## src/hw/rtl/record_list_table_engine_top_assert.svh

```systemverilog
// ---------------------------------------------------------------------------
// Assertion macros for the record list table engine.
// ---------------------------------------------------------------------------
`ifndef RECORD_LIST_TABLE_ENGINE_TOP_ASSERT_SVH
`define RECORD_LIST_TABLE_ENGINE_TOP_ASSERT_SVH

// same-cycle implication, sampled on clk, off during reset
`define RLTE_ASSERT_NOW(label, ante, cons, msg) \
    label: assert property (@(posedge clk) disable iff (!rst_n) (ante) |-> (cons)) \
        else $error(msg);

// next-cycle implication
`define RLTE_ASSERT_NEXT(label, ante, cons, msg) \
    label: assert property (@(posedge clk) disable iff (!rst_n) (ante) |=> (cons)) \
        else $error(msg);

`endif

```

## src/hw/rtl/rlte_pkg.sv

```systemverilog
// ---------------------------------------------------------------------------
// rlte_pkg
// Types and constants shared by the record list table engine.
// ---------------------------------------------------------------------------
package rlte_pkg;

    localparam int DEPTH_DEF      = 32;
    localparam int NAME_BYTES_DEF = 8;
    localparam int MAX_RESULTS    = 32;

    localparam logic [2:0] OP_INSERT = 3'd0;
    localparam logic [2:0] OP_LOOKUP = 3'd1;
    localparam logic [2:0] OP_REMOVE = 3'd2;
    localparam logic [2:0] OP_SORT   = 3'd3;
    localparam logic [2:0] OP_LIST   = 3'd4;

    localparam logic [1:0] ST_OK    = 2'd0;
    localparam logic [1:0] ST_NF    = 2'd1;
    localparam logic [1:0] ST_FULL  = 2'd2;
    localparam logic [1:0] ST_RANGE = 2'd3;

    typedef struct packed {
        logic [2:0]         op;
        logic [63:0]        item_name;
        logic signed [31:0] item_amount;
        logic [4:0]         item_index;
    } req_word_t;

    typedef struct packed {
        logic [1:0]         status;
        logic [4:0]         found_index;
        logic [63:0]        out_name;
        logic signed [31:0] out_amount;
        logic               last;
    } rsp_word_t;

endpackage

```

## src/hw/rtl/rlte_store.sv

```systemverilog
// ---------------------------------------------------------------------------
// rlte_store
// Record memory: one write port, one read port with registered data.
// ---------------------------------------------------------------------------
module rlte_store
    import rlte_pkg::*;
#(
    parameter int DEPTH      = DEPTH_DEF,
    parameter int NAME_BYTES = NAME_BYTES_DEF
)
(
    input  logic                          clk,
    input  logic                          wr_en,
    input  logic [$clog2(DEPTH)-1:0]      waddr,
    input  logic [8*NAME_BYTES-1:0]       wr_name,
    input  logic signed [31:0]            wr_amount,
    input  logic                          rd_en,
    input  logic [$clog2(DEPTH)-1:0]      raddr,
    output logic [8*NAME_BYTES-1:0]       rd_name,
    output logic signed [31:0]            rd_amount
);

    localparam int NAME_W = 8 * NAME_BYTES;

    logic [NAME_W-1:0]  name_mem [DEPTH];
    logic signed [31:0] amount_mem [DEPTH];

    always_ff @(posedge clk)
    begin
        if (wr_en)
        begin
            name_mem[waddr]   <= wr_name;
            amount_mem[waddr] <= wr_amount;
        end
        if (rd_en)
        begin
            rd_name   <= name_mem[raddr];
            rd_amount <= amount_mem[raddr];
        end
    end

endmodule

```

## src/hw/rtl/rlte_cmp.sv

```systemverilog
// ---------------------------------------------------------------------------
// rlte_cmp
// Shared name comparator: full-key equality and first-byte ordering.
// ---------------------------------------------------------------------------
module rlte_cmp
    import rlte_pkg::*;
#(
    parameter int NAME_BYTES = NAME_BYTES_DEF
)
(
    input  logic [8*NAME_BYTES-1:0] a_name,
    input  logic [8*NAME_BYTES-1:0] b_name,
    output logic                    eq,
    output logic                    gt
);

    localparam int NAME_W = 8 * NAME_BYTES;

    assign eq = (a_name == b_name);
    // sort key is the first character only, unsigned
    assign gt = (a_name[NAME_W-1 -: 8] > b_name[NAME_W-1 -: 8]);

endmodule

```

## src/hw/rtl/rlte_core.sv

```systemverilog
// ---------------------------------------------------------------------------
// rlte_core
// Sequencer: walks the record memory for lookup, remove, sort and list
// operations and holds the output register.
// ---------------------------------------------------------------------------
module rlte_core
    import rlte_pkg::*;
#(
    parameter int DEPTH      = DEPTH_DEF,
    parameter int NAME_BYTES = NAME_BYTES_DEF
)
(
    input  logic                               clk,
    input  logic                               rst_n,
    input  logic                               req_valid,
    output logic                               req_stall,
    input  req_word_t                          req,
    output logic                               rsp_valid,
    input  logic                               rsp_stall,
    output rsp_word_t                          rsp,
    output logic [$clog2(DEPTH+1)-1:0]         used,
    output logic                               wr_en,
    output logic [$clog2(DEPTH)-1:0]           waddr,
    output logic [8*NAME_BYTES-1:0]            wr_name,
    output logic signed [31:0]                 wr_amount,
    output logic                               rd_en,
    output logic [$clog2(DEPTH)-1:0]           raddr,
    input  logic [8*NAME_BYTES-1:0]            rd_name,
    input  logic signed [31:0]                 rd_amount,
    output logic [8*NAME_BYTES-1:0]            cmp_a,
    output logic [8*NAME_BYTES-1:0]            cmp_b,
    input  logic                               cmp_eq,
    input  logic                               cmp_gt
);

    localparam int NAME_W   = 8 * NAME_BYTES;
    localparam int IDX_W    = $clog2(DEPTH);
    localparam int CNT_W    = $clog2(DEPTH + 1);
    localparam int LIST_MAX = (DEPTH < MAX_RESULTS) ? DEPTH : MAX_RESULTS;

    typedef enum logic [8:0] {
        S_IDLE    = 9'b000000001,
        S_LK_CMP  = 9'b000000010,
        S_LS_CAP  = 9'b000000100,
        S_RM_CAP  = 9'b000001000,
        S_RM_WR   = 9'b000010000,
        S_ST_LOAD = 9'b000100000,
        S_ST_CMP  = 9'b001000000,
        S_ST_END  = 9'b010000000,
        S_EMIT    = 9'b100000000
    } state_t;

    typedef struct packed {
        logic [1:0]         status;
        logic [IDX_W-1:0]   idx;
        logic [NAME_W-1:0]  name;
        logic signed [31:0] amount;
        logic               last;
    } res_t;

    function automatic res_t mk_res(logic [1:0] status, logic [IDX_W-1:0] idx,
                                    logic [NAME_W-1:0] name,
                                    logic signed [31:0] amount, logic last);
        res_t r;
        r.status = status;
        r.idx    = idx;
        r.name   = name;
        r.amount = amount;
        r.last   = last;
        return r;
    endfunction

    state_t             state_reg, state_next;
    logic [CNT_W-1:0]   cnt_reg, cnt_next;
    logic [CNT_W-1:0]   ptr_reg, ptr_next;
    logic [NAME_W-1:0]  key_reg, key_next;
    logic [NAME_W-1:0]  hold_name_reg, hold_name_next;
    logic signed [31:0] hold_amt_reg, hold_amt_next;
    logic               swap_reg, swap_next;
    res_t               res_reg, res_next;
    logic               rsp_valid_reg, rsp_valid_next;
    rsp_word_t          rsp_reg, rsp_next;

    logic [CNT_W-1:0]   ptr_p1, ptr_p2, ptr_m1, list_n;
    logic [NAME_W-1:0]  req_key;
    logic               can_push;

    assign ptr_p1  = ptr_reg + CNT_W'(1);
    assign ptr_p2  = ptr_reg + CNT_W'(2);
    assign ptr_m1  = ptr_reg - CNT_W'(1);
    assign list_n  = (cnt_reg > CNT_W'(LIST_MAX)) ? CNT_W'(LIST_MAX) : cnt_reg;
    assign req_key = req.item_name[63 -: NAME_W];
    assign can_push = !rsp_valid_reg || !rsp_stall;

    assign req_stall = (state_reg != S_IDLE);
    assign rsp_valid = rsp_valid_reg;
    assign rsp       = rsp_reg;
    assign used      = cnt_reg;

    assign cmp_a = (state_reg == S_LK_CMP) ? key_reg : hold_name_reg;
    assign cmp_b = rd_name;

    always_comb
    begin
        state_next     = state_reg;
        cnt_next       = cnt_reg;
        ptr_next       = ptr_reg;
        key_next       = key_reg;
        hold_name_next = hold_name_reg;
        hold_amt_next  = hold_amt_reg;
        swap_next      = swap_reg;
        res_next       = res_reg;
        rsp_valid_next = rsp_valid_reg && rsp_stall;
        rsp_next       = rsp_reg;
        wr_en          = 1'b0;
        waddr          = '0;
        wr_name        = '0;
        wr_amount      = '0;
        rd_en          = 1'b0;
        raddr          = '0;

        case (state_reg)
            S_IDLE:
            begin
                if (req_valid)
                begin
                    state_next = S_EMIT;
                    case (req.op)
                        OP_INSERT:
                        begin
                            if (cnt_reg == CNT_W'(DEPTH))
                            begin
                                res_next = mk_res(ST_FULL, '0, '0, '0, 1'b1);
                            end
                            else
                            begin
                                wr_en     = 1'b1;
                                waddr     = IDX_W'(cnt_reg);
                                wr_name   = req_key;
                                wr_amount = req.item_amount;
                                res_next  = mk_res(ST_OK, IDX_W'(cnt_reg), req_key,
                                                   req.item_amount, 1'b1);
                                cnt_next  = cnt_reg + CNT_W'(1);
                            end
                        end
                        OP_LOOKUP:
                        begin
                            if (cnt_reg == '0)
                            begin
                                res_next = mk_res(ST_NF, '0, '0, '0, 1'b1);
                            end
                            else
                            begin
                                key_next   = req_key;
                                rd_en      = 1'b1;
                                ptr_next   = '0;
                                state_next = S_LK_CMP;
                            end
                        end
                        OP_REMOVE:
                        begin
                            if (7'(req.item_index) >= 7'(cnt_reg))
                            begin
                                res_next = mk_res(ST_RANGE, '0, '0, '0, 1'b1);
                            end
                            else
                            begin
                                rd_en      = 1'b1;
                                raddr      = IDX_W'(req.item_index);
                                ptr_next   = CNT_W'(req.item_index);
                                state_next = S_RM_CAP;
                            end
                        end
                        OP_SORT:
                        begin
                            if (cnt_reg < CNT_W'(2))
                            begin
                                res_next = mk_res(ST_OK, '0, '0, '0, 1'b1);
                            end
                            else
                            begin
                                rd_en      = 1'b1;
                                state_next = S_ST_LOAD;
                            end
                        end
                        OP_LIST:
                        begin
                            if (cnt_reg == '0)
                            begin
                                res_next = mk_res(ST_NF, '0, '0, '0, 1'b1);
                            end
                            else
                            begin
                                rd_en      = 1'b1;
                                ptr_next   = '0;
                                state_next = S_LS_CAP;
                            end
                        end
                        default:
                        begin
                            res_next = mk_res(ST_NF, '0, '0, '0, 1'b1);
                        end
                    endcase
                end
            end

            // read data belongs to entry ptr; next read goes out alongside
            S_LK_CMP:
            begin
                if (cmp_eq)
                begin
                    res_next   = mk_res(ST_OK, IDX_W'(ptr_reg), rd_name, rd_amount, 1'b1);
                    state_next = S_EMIT;
                end
                else if (ptr_p1 == cnt_reg)
                begin
                    res_next   = mk_res(ST_NF, '0, '0, '0, 1'b1);
                    state_next = S_EMIT;
                end
                else
                begin
                    rd_en    = 1'b1;
                    raddr    = IDX_W'(ptr_p1);
                    ptr_next = ptr_p1;
                end
            end

            S_LS_CAP:
            begin
                res_next   = mk_res(ST_OK, IDX_W'(ptr_reg), rd_name, rd_amount,
                                    ptr_p1 == list_n);
                state_next = S_EMIT;
            end

            S_RM_CAP:
            begin
                res_next = mk_res(ST_OK, IDX_W'(ptr_reg), rd_name, rd_amount, 1'b1);
                if (ptr_p1 < cnt_reg)
                begin
                    rd_en      = 1'b1;
                    raddr      = IDX_W'(ptr_p1);
                    state_next = S_RM_WR;
                end
                else
                begin
                    cnt_next   = cnt_reg - CNT_W'(1);
                    state_next = S_EMIT;
                end
            end

            // move entry ptr+1 down to ptr, fetch the one after
            S_RM_WR:
            begin
                wr_en     = 1'b1;
                waddr     = IDX_W'(ptr_reg);
                wr_name   = rd_name;
                wr_amount = rd_amount;
                ptr_next  = ptr_p1;
                if (ptr_p2 < cnt_reg)
                begin
                    rd_en = 1'b1;
                    raddr = IDX_W'(ptr_p2);
                end
                else
                begin
                    cnt_next   = cnt_reg - CNT_W'(1);
                    state_next = S_EMIT;
                end
            end

            S_ST_LOAD:
            begin
                hold_name_next = rd_name;
                hold_amt_next  = rd_amount;
                swap_next      = 1'b0;
                ptr_next       = CNT_W'(1);
                rd_en          = 1'b1;
                raddr          = IDX_W'(1);
                state_next     = S_ST_CMP;
            end

            // bubble pass: the larger record rides along in hold
            S_ST_CMP:
            begin
                wr_en = 1'b1;
                waddr = IDX_W'(ptr_m1);
                if (cmp_gt)
                begin
                    wr_name   = rd_name;
                    wr_amount = rd_amount;
                    swap_next = 1'b1;
                end
                else
                begin
                    wr_name        = hold_name_reg;
                    wr_amount      = hold_amt_reg;
                    hold_name_next = rd_name;
                    hold_amt_next  = rd_amount;
                end
                if (ptr_p1 < cnt_reg)
                begin
                    rd_en    = 1'b1;
                    raddr    = IDX_W'(ptr_p1);
                    ptr_next = ptr_p1;
                end
                else
                begin
                    state_next = S_ST_END;
                end
            end

            S_ST_END:
            begin
                wr_en     = 1'b1;
                waddr     = IDX_W'(cnt_reg - CNT_W'(1));
                wr_name   = hold_name_reg;
                wr_amount = hold_amt_reg;
                if (swap_reg)
                begin
                    rd_en      = 1'b1;
                    state_next = S_ST_LOAD;
                end
                else
                begin
                    res_next   = mk_res(ST_OK, '0, '0, '0, 1'b1);
                    state_next = S_EMIT;
                end
            end

            S_EMIT:
            begin
                if (can_push)
                begin
                    rsp_valid_next       = 1'b1;
                    rsp_next.status      = res_reg.status;
                    rsp_next.found_index = 5'(res_reg.idx);
                    rsp_next.out_name    = 64'(res_reg.name) << (64 - NAME_W);
                    rsp_next.out_amount  = res_reg.amount;
                    rsp_next.last        = res_reg.last;
                    if (res_reg.last)
                    begin
                        state_next = S_IDLE;
                    end
                    else
                    begin
                        rd_en      = 1'b1;
                        raddr      = IDX_W'(ptr_p1);
                        ptr_next   = ptr_p1;
                        state_next = S_LS_CAP;
                    end
                end
            end

            default:
            begin
                state_next = S_IDLE;
            end
        endcase
    end

    always_ff @(posedge clk or negedge rst_n)
    begin
        if (!rst_n)
        begin
            state_reg     <= S_IDLE;
            cnt_reg       <= '0;
            rsp_valid_reg <= 1'b0;
        end
        else
        begin
            state_reg     <= state_next;
            cnt_reg       <= cnt_next;
            rsp_valid_reg <= rsp_valid_next;
        end
    end

    always_ff @(posedge clk)
    begin
        ptr_reg       <= ptr_next;
        key_reg       <= key_next;
        hold_name_reg <= hold_name_next;
        hold_amt_reg  <= hold_amt_next;
        swap_reg      <= swap_next;
        res_reg       <= res_next;
        rsp_reg       <= rsp_next;
    end

endmodule

```

## src/hw/rtl/record_list_table_engine_top.sv

```systemverilog
// ---------------------------------------------------------------------------
// record_list_table_engine_top
// Bounded record list: insert, lookup, remove, sort and list operations.
// ---------------------------------------------------------------------------
// Usage:
//   req channel carries one operation word (req_valid / req_stall); the
//   engine holds req_stall high while it works on a word, so one word is in
//   flight at a time. rsp channel returns result words (rsp_valid /
//   rsp_stall); list gives one word per record (at most MAX_RESULTS), last set on the final one.
//   Insert, bad op and range error take no memory walk; lookup scans from
//   entry 0 to the first match; remove at index k shifts entries k+1..n-1
//   down (n = records held); sort runs up to n bubble passes, stopping after
//   one without a swap; list reads one record per result word.
//   Each step uses at most one write and one read of the single-write,
//   single-read record memory; sort and lookup share one name comparator.
//   The result register frees the sequencer as soon as rsp takes a word; a
//   stalled rsp holds its word and the sequencer waits on the next result.
//   Reset empties the list; memory contents are not cleared.
// ---------------------------------------------------------------------------
`include "record_list_table_engine_top_assert.svh"

module record_list_table_engine_top
    import rlte_pkg::*;
#(
    parameter int DEPTH      = DEPTH_DEF,
    parameter int NAME_BYTES = NAME_BYTES_DEF
)
(
    input  logic      clk,
    input  logic      rst_n,
    input  logic      req_valid,
    output logic      req_stall,
    input  req_word_t req,
    output logic      rsp_valid,
    input  logic      rsp_stall,
    output rsp_word_t rsp
);

    localparam int NAME_W = 8 * NAME_BYTES;
    localparam int IDX_W  = $clog2(DEPTH);
    localparam int CNT_W  = $clog2(DEPTH + 1);

    logic [CNT_W-1:0]   used;
    logic               wr_en, rd_en;
    logic [IDX_W-1:0]   waddr, raddr;
    logic [NAME_W-1:0]  wr_name, rd_name;
    logic signed [31:0] wr_amount, rd_amount;
    logic [NAME_W-1:0]  cmp_a, cmp_b;
    logic               cmp_eq, cmp_gt;

    rlte_core #(
        .DEPTH      (DEPTH),
        .NAME_BYTES (NAME_BYTES)
    ) u_core (
        .clk       (clk),
        .rst_n     (rst_n),
        .req_valid (req_valid),
        .req_stall (req_stall),
        .req       (req),
        .rsp_valid (rsp_valid),
        .rsp_stall (rsp_stall),
        .rsp       (rsp),
        .used      (used),
        .wr_en     (wr_en),
        .waddr     (waddr),
        .wr_name   (wr_name),
        .wr_amount (wr_amount),
        .rd_en     (rd_en),
        .raddr     (raddr),
        .rd_name   (rd_name),
        .rd_amount (rd_amount),
        .cmp_a     (cmp_a),
        .cmp_b     (cmp_b),
        .cmp_eq    (cmp_eq),
        .cmp_gt    (cmp_gt)
    );

    rlte_store #(
        .DEPTH      (DEPTH),
        .NAME_BYTES (NAME_BYTES)
    ) u_store (
        .clk       (clk),
        .wr_en     (wr_en),
        .waddr     (waddr),
        .wr_name   (wr_name),
        .wr_amount (wr_amount),
        .rd_en     (rd_en),
        .raddr     (raddr),
        .rd_name   (rd_name),
        .rd_amount (rd_amount)
    );

    rlte_cmp #(
        .NAME_BYTES (NAME_BYTES)
    ) u_cmp (
        .a_name (cmp_a),
        .b_name (cmp_b),
        .eq     (cmp_eq),
        .gt     (cmp_gt)
    );

    `RLTE_ASSERT_NOW(a_count_bound, 1'b1, used <= CNT_W'(DEPTH), "record count past depth")
    `RLTE_ASSERT_NEXT(a_insert_count,
        req_valid && !req_stall && req.op == OP_INSERT && used != CNT_W'(DEPTH),
        used == $past(used) + CNT_W'(1), "insert did not grow list")
    `RLTE_ASSERT_NOW(a_mid_list_ok, rsp_valid && !rsp.last, rsp.status == ST_OK,
        "non-final word not ok")

endmodule

```

## config.mk

```make
export PLATFORM = sky130hd
export DESIGN_NAME = record_list_table_engine_top
export DESIGN_NICKNAME = d
export VERILOG_FILES = /design/src/hw/rtl/rlte_pkg.sv /design/src/hw/rtl/rlte_store.sv /design/src/hw/rtl/rlte_cmp.sv /design/src/hw/rtl/rlte_core.sv /design/src/hw/rtl/record_list_table_engine_top.sv
export VERILOG_INCLUDE_DIRS = /design/src /design/src/hw/rtl
export SDC_FILE = /design/constraint.sdc
export NUM_CORES = 2
export LEC_CHECK = 0
export BUFFER_PORTS_ARGS = -buffer_cell sky130_fd_sc_hd__buf_4
export CAP_MARGIN = 20
export CORE_MARGIN = 5
export CORE_UTILIZATION = 50
export CTS_CLUSTER_SIZE = 14
export DETAILED_ROUTE_END_ITERATION = 8
export PLACE_DENSITY = 0.69
export SYNTH_ARGS = -nofsm -noshare
export SYNTH_HDL_FRONTEND = slang
export SYNTH_SLANG_ARGS = --single-unit
```

## constraint.sdc

```tcl
create_clock -name clk -period 16.3 [get_ports clk]
set_input_delay 4.89 -clock clk [delete_from_list [all_inputs] [get_ports clk]]
set_output_delay 4.89 -clock clk [all_outputs]
set_load 0.005 [all_outputs]
```

Word-level counts from Yosys, hierarchy flattened --
Memory sizes are Yosys's and may differ from the RTL's. A register that Yosys moved wholly into a read port is not among the register bits. Cells that the tools add are included.
Storage, ports and cells: flip-flop bits (word level) 391, memory bits (writable) 3072, output and inout port bits 106, memories kept 2
Memory list:
- u_store.name_mem | depth 32, width 64, read ports 1, clocked after Yosys merged registers in 1, wr ports 1, line rlte_store.sv:25 | logic [NAME_W-1:0] name_mem [DEPTH];
- u_store.amount_mem | depth 32, width 32, read ports 1, clocked after Yosys merged registers in 1, wr ports 1, line rlte_store.sv:26 | logic signed [31:0] amount_mem [DEPTH];
Cells by class: $add $sub $neg 5, magnitude comparators 6, eq/ne operators 39, mux-type cells 94, bitwise logic cells 1, reductions and logical operators 21
Operator list (count):
- two-way mux 104 bit | 8
- case mux 104 bit (5 select lines) | 1
- case mux 104 bit (4 select lines) | 1
- two-way mux 64 bit | 6
- case mux 64 bit (4 select lines) | 1
- two-way mux 32 bit | 5
- case mux 32 bit (4 select lines) | 1
- case mux 64 bit (2 select lines) | 1
- two-way mux 9 bit | 12
- two-way mux 6 bit | 14
- case mux 9 bit (9 select lines) | 1
- equality test 64 bit | 1
- case mux 32 bit (2 select lines) | 1
- two-way mux 5 bit | 12
- case mux 6 bit (6 select lines) | 1
- case mux 9 bit (4 select lines) | 1
- case mux 5 bit (6 select lines) | 1
- != test 2 bit, second input constant | 12
- case mux 5 bit (4 select lines) | 1
- two-way mux 1 bit | 19
- case mux 6 bit (3 select lines) | 1
- adder 6 x 1 -> 6 bit, second input constant | 2
- equality test 6 bit | 2
- < comparator 6 bit | 2
- 47 further kinds | 59

Longest topological paths before layout --
depth after elaboration 7, mapped depth 25

By module --
A second synthesis with hierarchy kept.
Second synthesis, totals: cell total of the unflattened synthesis 7034, area total of the unflattened synthesis 137834.7 sq um
By module, submodules not included:
- rlte_store | times used 1, cells an instance 5590, area an instance 119534.6 sq um
- rlte_core | times used 1, cells an instance 1341, area an instance 17470.5 sq um
- rlte_cmp | times used 1, cells an instance 103, area an instance 829.5 sq um

Worst setup path after synthesis --
Ideal clock, no wire load.
path type input to register, from in req[4] (netlist name), to reg u_store.rd_amount[0] (read register of u_store.amount_mem), enable pin, arrival time 17190 ps, path slack -1769 ps, cell stages on the path 8, cells stage by stage ha_1 > nor2b_1 > a22o_1 > a31oi_1 > nand2_1 > a21oi_1 > a211oi_1 > o311ai_0
On the way: longest elaborated chain between the ends 5
RTL lines:
- from (decl) | line record_list_table_engine_top.sv:33 | input req_word_t req,
- greater-or-equal comparator 5 x 6 -> 1 bit | line rlte_core.sv:162 | if (7'(req.item_index) >= 7'(cnt_reg))
- two-way mux 1 bit | line rlte_core.sv:162
- case mux 1 bit (3 select lines) | line rlte_core.sv:128 | case (req.op)
- two-way mux 1 bit | line rlte_core.sv:125 | if (req_valid)
- case mux 1 bit (7 select lines) | line rlte_core.sv:122 | case (state_reg)
- via rd_en | line record_list_table_engine_top.sv:44 | logic wr_en, rd_en;
- to (decl) | line rlte_store.sv:20 | output logic signed [31:0] rd_amount
The timed path passes the listed nets, and every way through them passes these cells. A chain may end at the register's enable or synchronous reset.

Worst setup path in the final report --
from in req[0] (netlist name), to reg u_store.rd_amount[20] (read register of u_store.amount_mem), data pin
On the way: longest elaborated chain between the ends 5
RTL lines (line):
- greater-or-equal comparator 5 x 6 -> 1 bit | rlte_core.sv:162
- two-way mux 1 bit or two-way mux 5 bit (tied branches) | rlte_core.sv:162
- case mux 1 bit (3 select lines) or two-way mux 5 bit (tied branches) | rlte_core.sv:128
- two-way mux 1 bit or two-way mux 5 bit (tied branches) | rlte_core.sv:125
- case mux 1 bit (7 select lines) or case mux 5 bit (6 select lines) (tied branches) | rlte_core.sv:122
Parallel ways exist; a longest one is shown, timed or not.

==> impl_metrics.json <==
{
  "regArea_sq_um": 106800,
  "min_path_type": "flop to flop",
  "ctsHoldBuffers": 0,
  "ys_seq_area_share_pct": 75.86,
  "syn2layout_area_growth_pct": 12.28,
  "core_sq_um": 279900,
  "ctsResizeCount": 0,
  "grt_pass1_wl_mm": 641.3,
  "cap_violations": 0,
  "path_clk_slew_ns": 0.06,
  "critical_path_buf_inv_count": 4,
  "avgSynthCellArea_sq_um": 13.92,
  "drt_first_pass_iters": 9,
  "grtUsageMet3_pct": 7.760,
  "insertion_delay_ns": 0.91,
  "grt_pass1_vias": 88051,
  "synth_ff_type": "edfxtp_1",
  "multi_input_area_sq_um": 31110,
  "outcome": "finished clean",
  "largest_reg_flops": 2048,
  "cp_top_family": "compound AO/OA/AOI/OAI gates",
  "cts.sink_count": 3559,
  "fillers": 21481,
  "hold_end": "u_core.rsp[13]",
  "clock.fmax_ghz": 0.1013,
  "viasPerCell": 6.534,
  "ir_drop_mv": 0.1888,
  "slew_headroom_pct": 12.95,
  "grtUsageMet2_pct": 45.91,
  "hold_viol": 0,
  "dieArea_sq_um": 292300,
  "crit_path_end_kind": "flop",
  "crit_arrival_ns": 10.48,
  "nets": 10396,
  "largest_register": "u_store.name_mem",
  "critPathKind": "input pin to flop",
  "grtUsageTotal_pct": 30.30,
  "overflow": 0,
  "routed_wl_mm": 456.7,
  "antenna_found_initial": 11,
  "row_count": 194,
  "drtIter0Drc": 16732,
  "setup_tns_ns": 0,
  "fin_crit_sh_pct": 60.53,
  "critPathLaunchType": "input pin",
  "final_cell_mix": "3543 x edfxtp_1, 2492 x nand2_1, 1119 x nand3_1, 363 x a21oi_1, 356 x buf_4",
  "syn_nets": 10253,
  "cp_cell_sequence": "buf_4 -> inv_1 -> ha_1 -> nor2b_1 -> o21ai_0 -> a311oi_2 -> a221oi_1 -> a21o_4 -> buf_12 -> buf_4 -> mux2i_1 -> mux2i_1 -> a22oi_1 -> nand3_1 -> or3_1",
  "cts_buffers": 349,
  "synth_edf_count": 3543,
  "tightest_slew_ns": 1.306,
  "power.total_mw": 22.26,
  "die_x_um": 540.6,
  "layout_commonest_cell": "edfxtp_1",
  "gr-max-usage-layer": "met2",
  "grt_util_met1_pct": 41.42,
  "max_stage_delay_ns": 1.03,
  "drc_errors": 0,
  "io_buffer_count": 213,
  "critPathMaxFanout": 129,
  "antenna_left": 0,
  "cp_slowest_cell": "a221oi_1",
  "regToRegStartpoint": "u_core.state_reg[2]",
  "hold_start": "u_core.res_reg[13]",
  "final_core_util_pct": 56.48,
  "timing.rr.end": "u_store.rd_amount[20]",
  "htreeDepth": 5,
  "cts_tree": "done",
  "reg2reg_depth": 21,
  "ff2ff_setup_slack_ns": 8.18,
  "drive_gt1_share_pct": 9.229,
  "synthCells": 10111,
  "initial_core_util_pct": 50.30,
  "post_drt_wl_per_cell_um": 32.04,
  "place_congestion": 0.9503,
  "die_h_um": 540.6,
  "yosys_warnings": 0,
  "cts_buffer_depth": 4,
  "synth-seq-cells": 3559,
  "ctsRootBufferMaster": "clkbuf_16",
  "rsz0062_at_grt": "false",
  "power.leakage_nw": 54.80,
  "hpwl_mm": 229.6,
  "grt_max_degree": 174,
  "ys_async_sr_fraction_pct": 0.4496,
  "postCtsSetupBuffers": 0,
  "cp_data_required_time_ns": 16.91,
  "slew_violations": 0,
  "power.density_nw_per_um2": 140.8,
  "clock_skew_ns": 0.06553,
  "via_count": 93132,
  "period_minus_slack_ns": 9.867,
  "reg.largest.list": "u_store.name_mem (2048), u_store.amount_mem (1024)",
  "yosysUniqueCellTypes": 93,
  "setup_violations": 0,
  "finalNonFillerCells": 14253,
  "netlist_area_sq_um": 140800,
  "dp_cells": 13608,
  "hold_depth": 0,
  "io-pin-count": 214
}
power by group:
part | internal, mW | switching [mW] | total [mW]
clock network | 4.48 | 3.39 | 7.87
logic | 1.03 | 2.79 | 3.82
registers | 10.4 | 0.213 | 10.6
routing by layer:
layer / share of wire (%) / wire [um] / up-vias
li1: - / - / 38321
met1: 36 / 164600 / 46018
met2: 44 / 200700 / 7529
met3: 14 / 65950 / 1252
met4: 5.6 / 25430 / 12
met5: 0.028 / 126 / -
through the flow:
stage | area, sq um | hold WS [ns] | worst slack (ns)
2_1_floorplan | 140800 | 0.4003 | 2.250
3_3_place_gp | 146600 | 0.4018 | 5.838
3_5_place_dp | 146700 | 0.4045 | 5.785
4_1_cts | 157600 | 0.4024 | 6.669
5_1_grt | 158100 | 0.4108 | 6.119
6_report | 158100 | 0.4054 | 6.433
cells in the mapped netlist, drive strengths merged, types with 18 or more instances:
library cell	n	area (sq um)
and3	73	456.7
nand2	2495	9365
nor4	27	211.5
o22ai	36	225.2
a222oi	29	290.3
nand3	1119	5600
nor2	88	350.3
nor3	18	101.4
edfxtp	3543	106400
a32oi	68	595.6
buf	276	1486
nand3b	45	337.8
o21ai	118	605.6
xnor2	46	402.9
ha	34	425.4
a31oi	166	1039
a22o	107	937.2
a22oi	176	1321
inv	150	563.0
mux2i	225	2252
nand2b	29	181.4
a221oi	174	1543
a21oi	366	1836
clkbuf	350	1314
nand4	115	719.4
worst max-delay path by stage:
stage / start / to / slack, ns / cells past startpoint
final: req[0] / u_store.rd_amount[20] / 6.43 / 15
after global routing: req[0] / u_store.rd_amount[20] / 6.12 / 15
after CTS: req[0] / u_store.rd_amount[20] / 6.67 / 15
after detailed placement: req[4] / u_store.rd_name[24] / 5.79 / 17
after global placement: req[0] / u_store.rd_amount[20] / 5.84 / 15
after floorplan: req[4] / u_store.rd_amount[0] / 2.25 / 8
kinds of logic (layout without fill, tap and decap cells):
family / count (synthesis) / count (layout) / synth area share (%)
fa+ha+maj: 34 / 34 / 0.3022
other cells: 0 / 8 / 0
flops: 3559 / 3559 / 75.86
compound gates: 1362 / 1362 / 6.725
simple gates: 4091 / 4091 / 12.73
xor+xnor: 62 / 62 / 0.3857
mux: 227 / 227 / 1.616
buf+inv: 776 / 1186 / 2.389
layout make-up:
cell class,instances,area share (%)
multi-input combinational,5776,19.68
tap,3724,2.948
timing repair buffer,418,2.538
antenna,8,0.01266
clock inverter,190,1.111
clock buffer,428,5.793
sequential,3559,67.56
inverter,150,0.3562
Power figures use the tool's default switching activity.
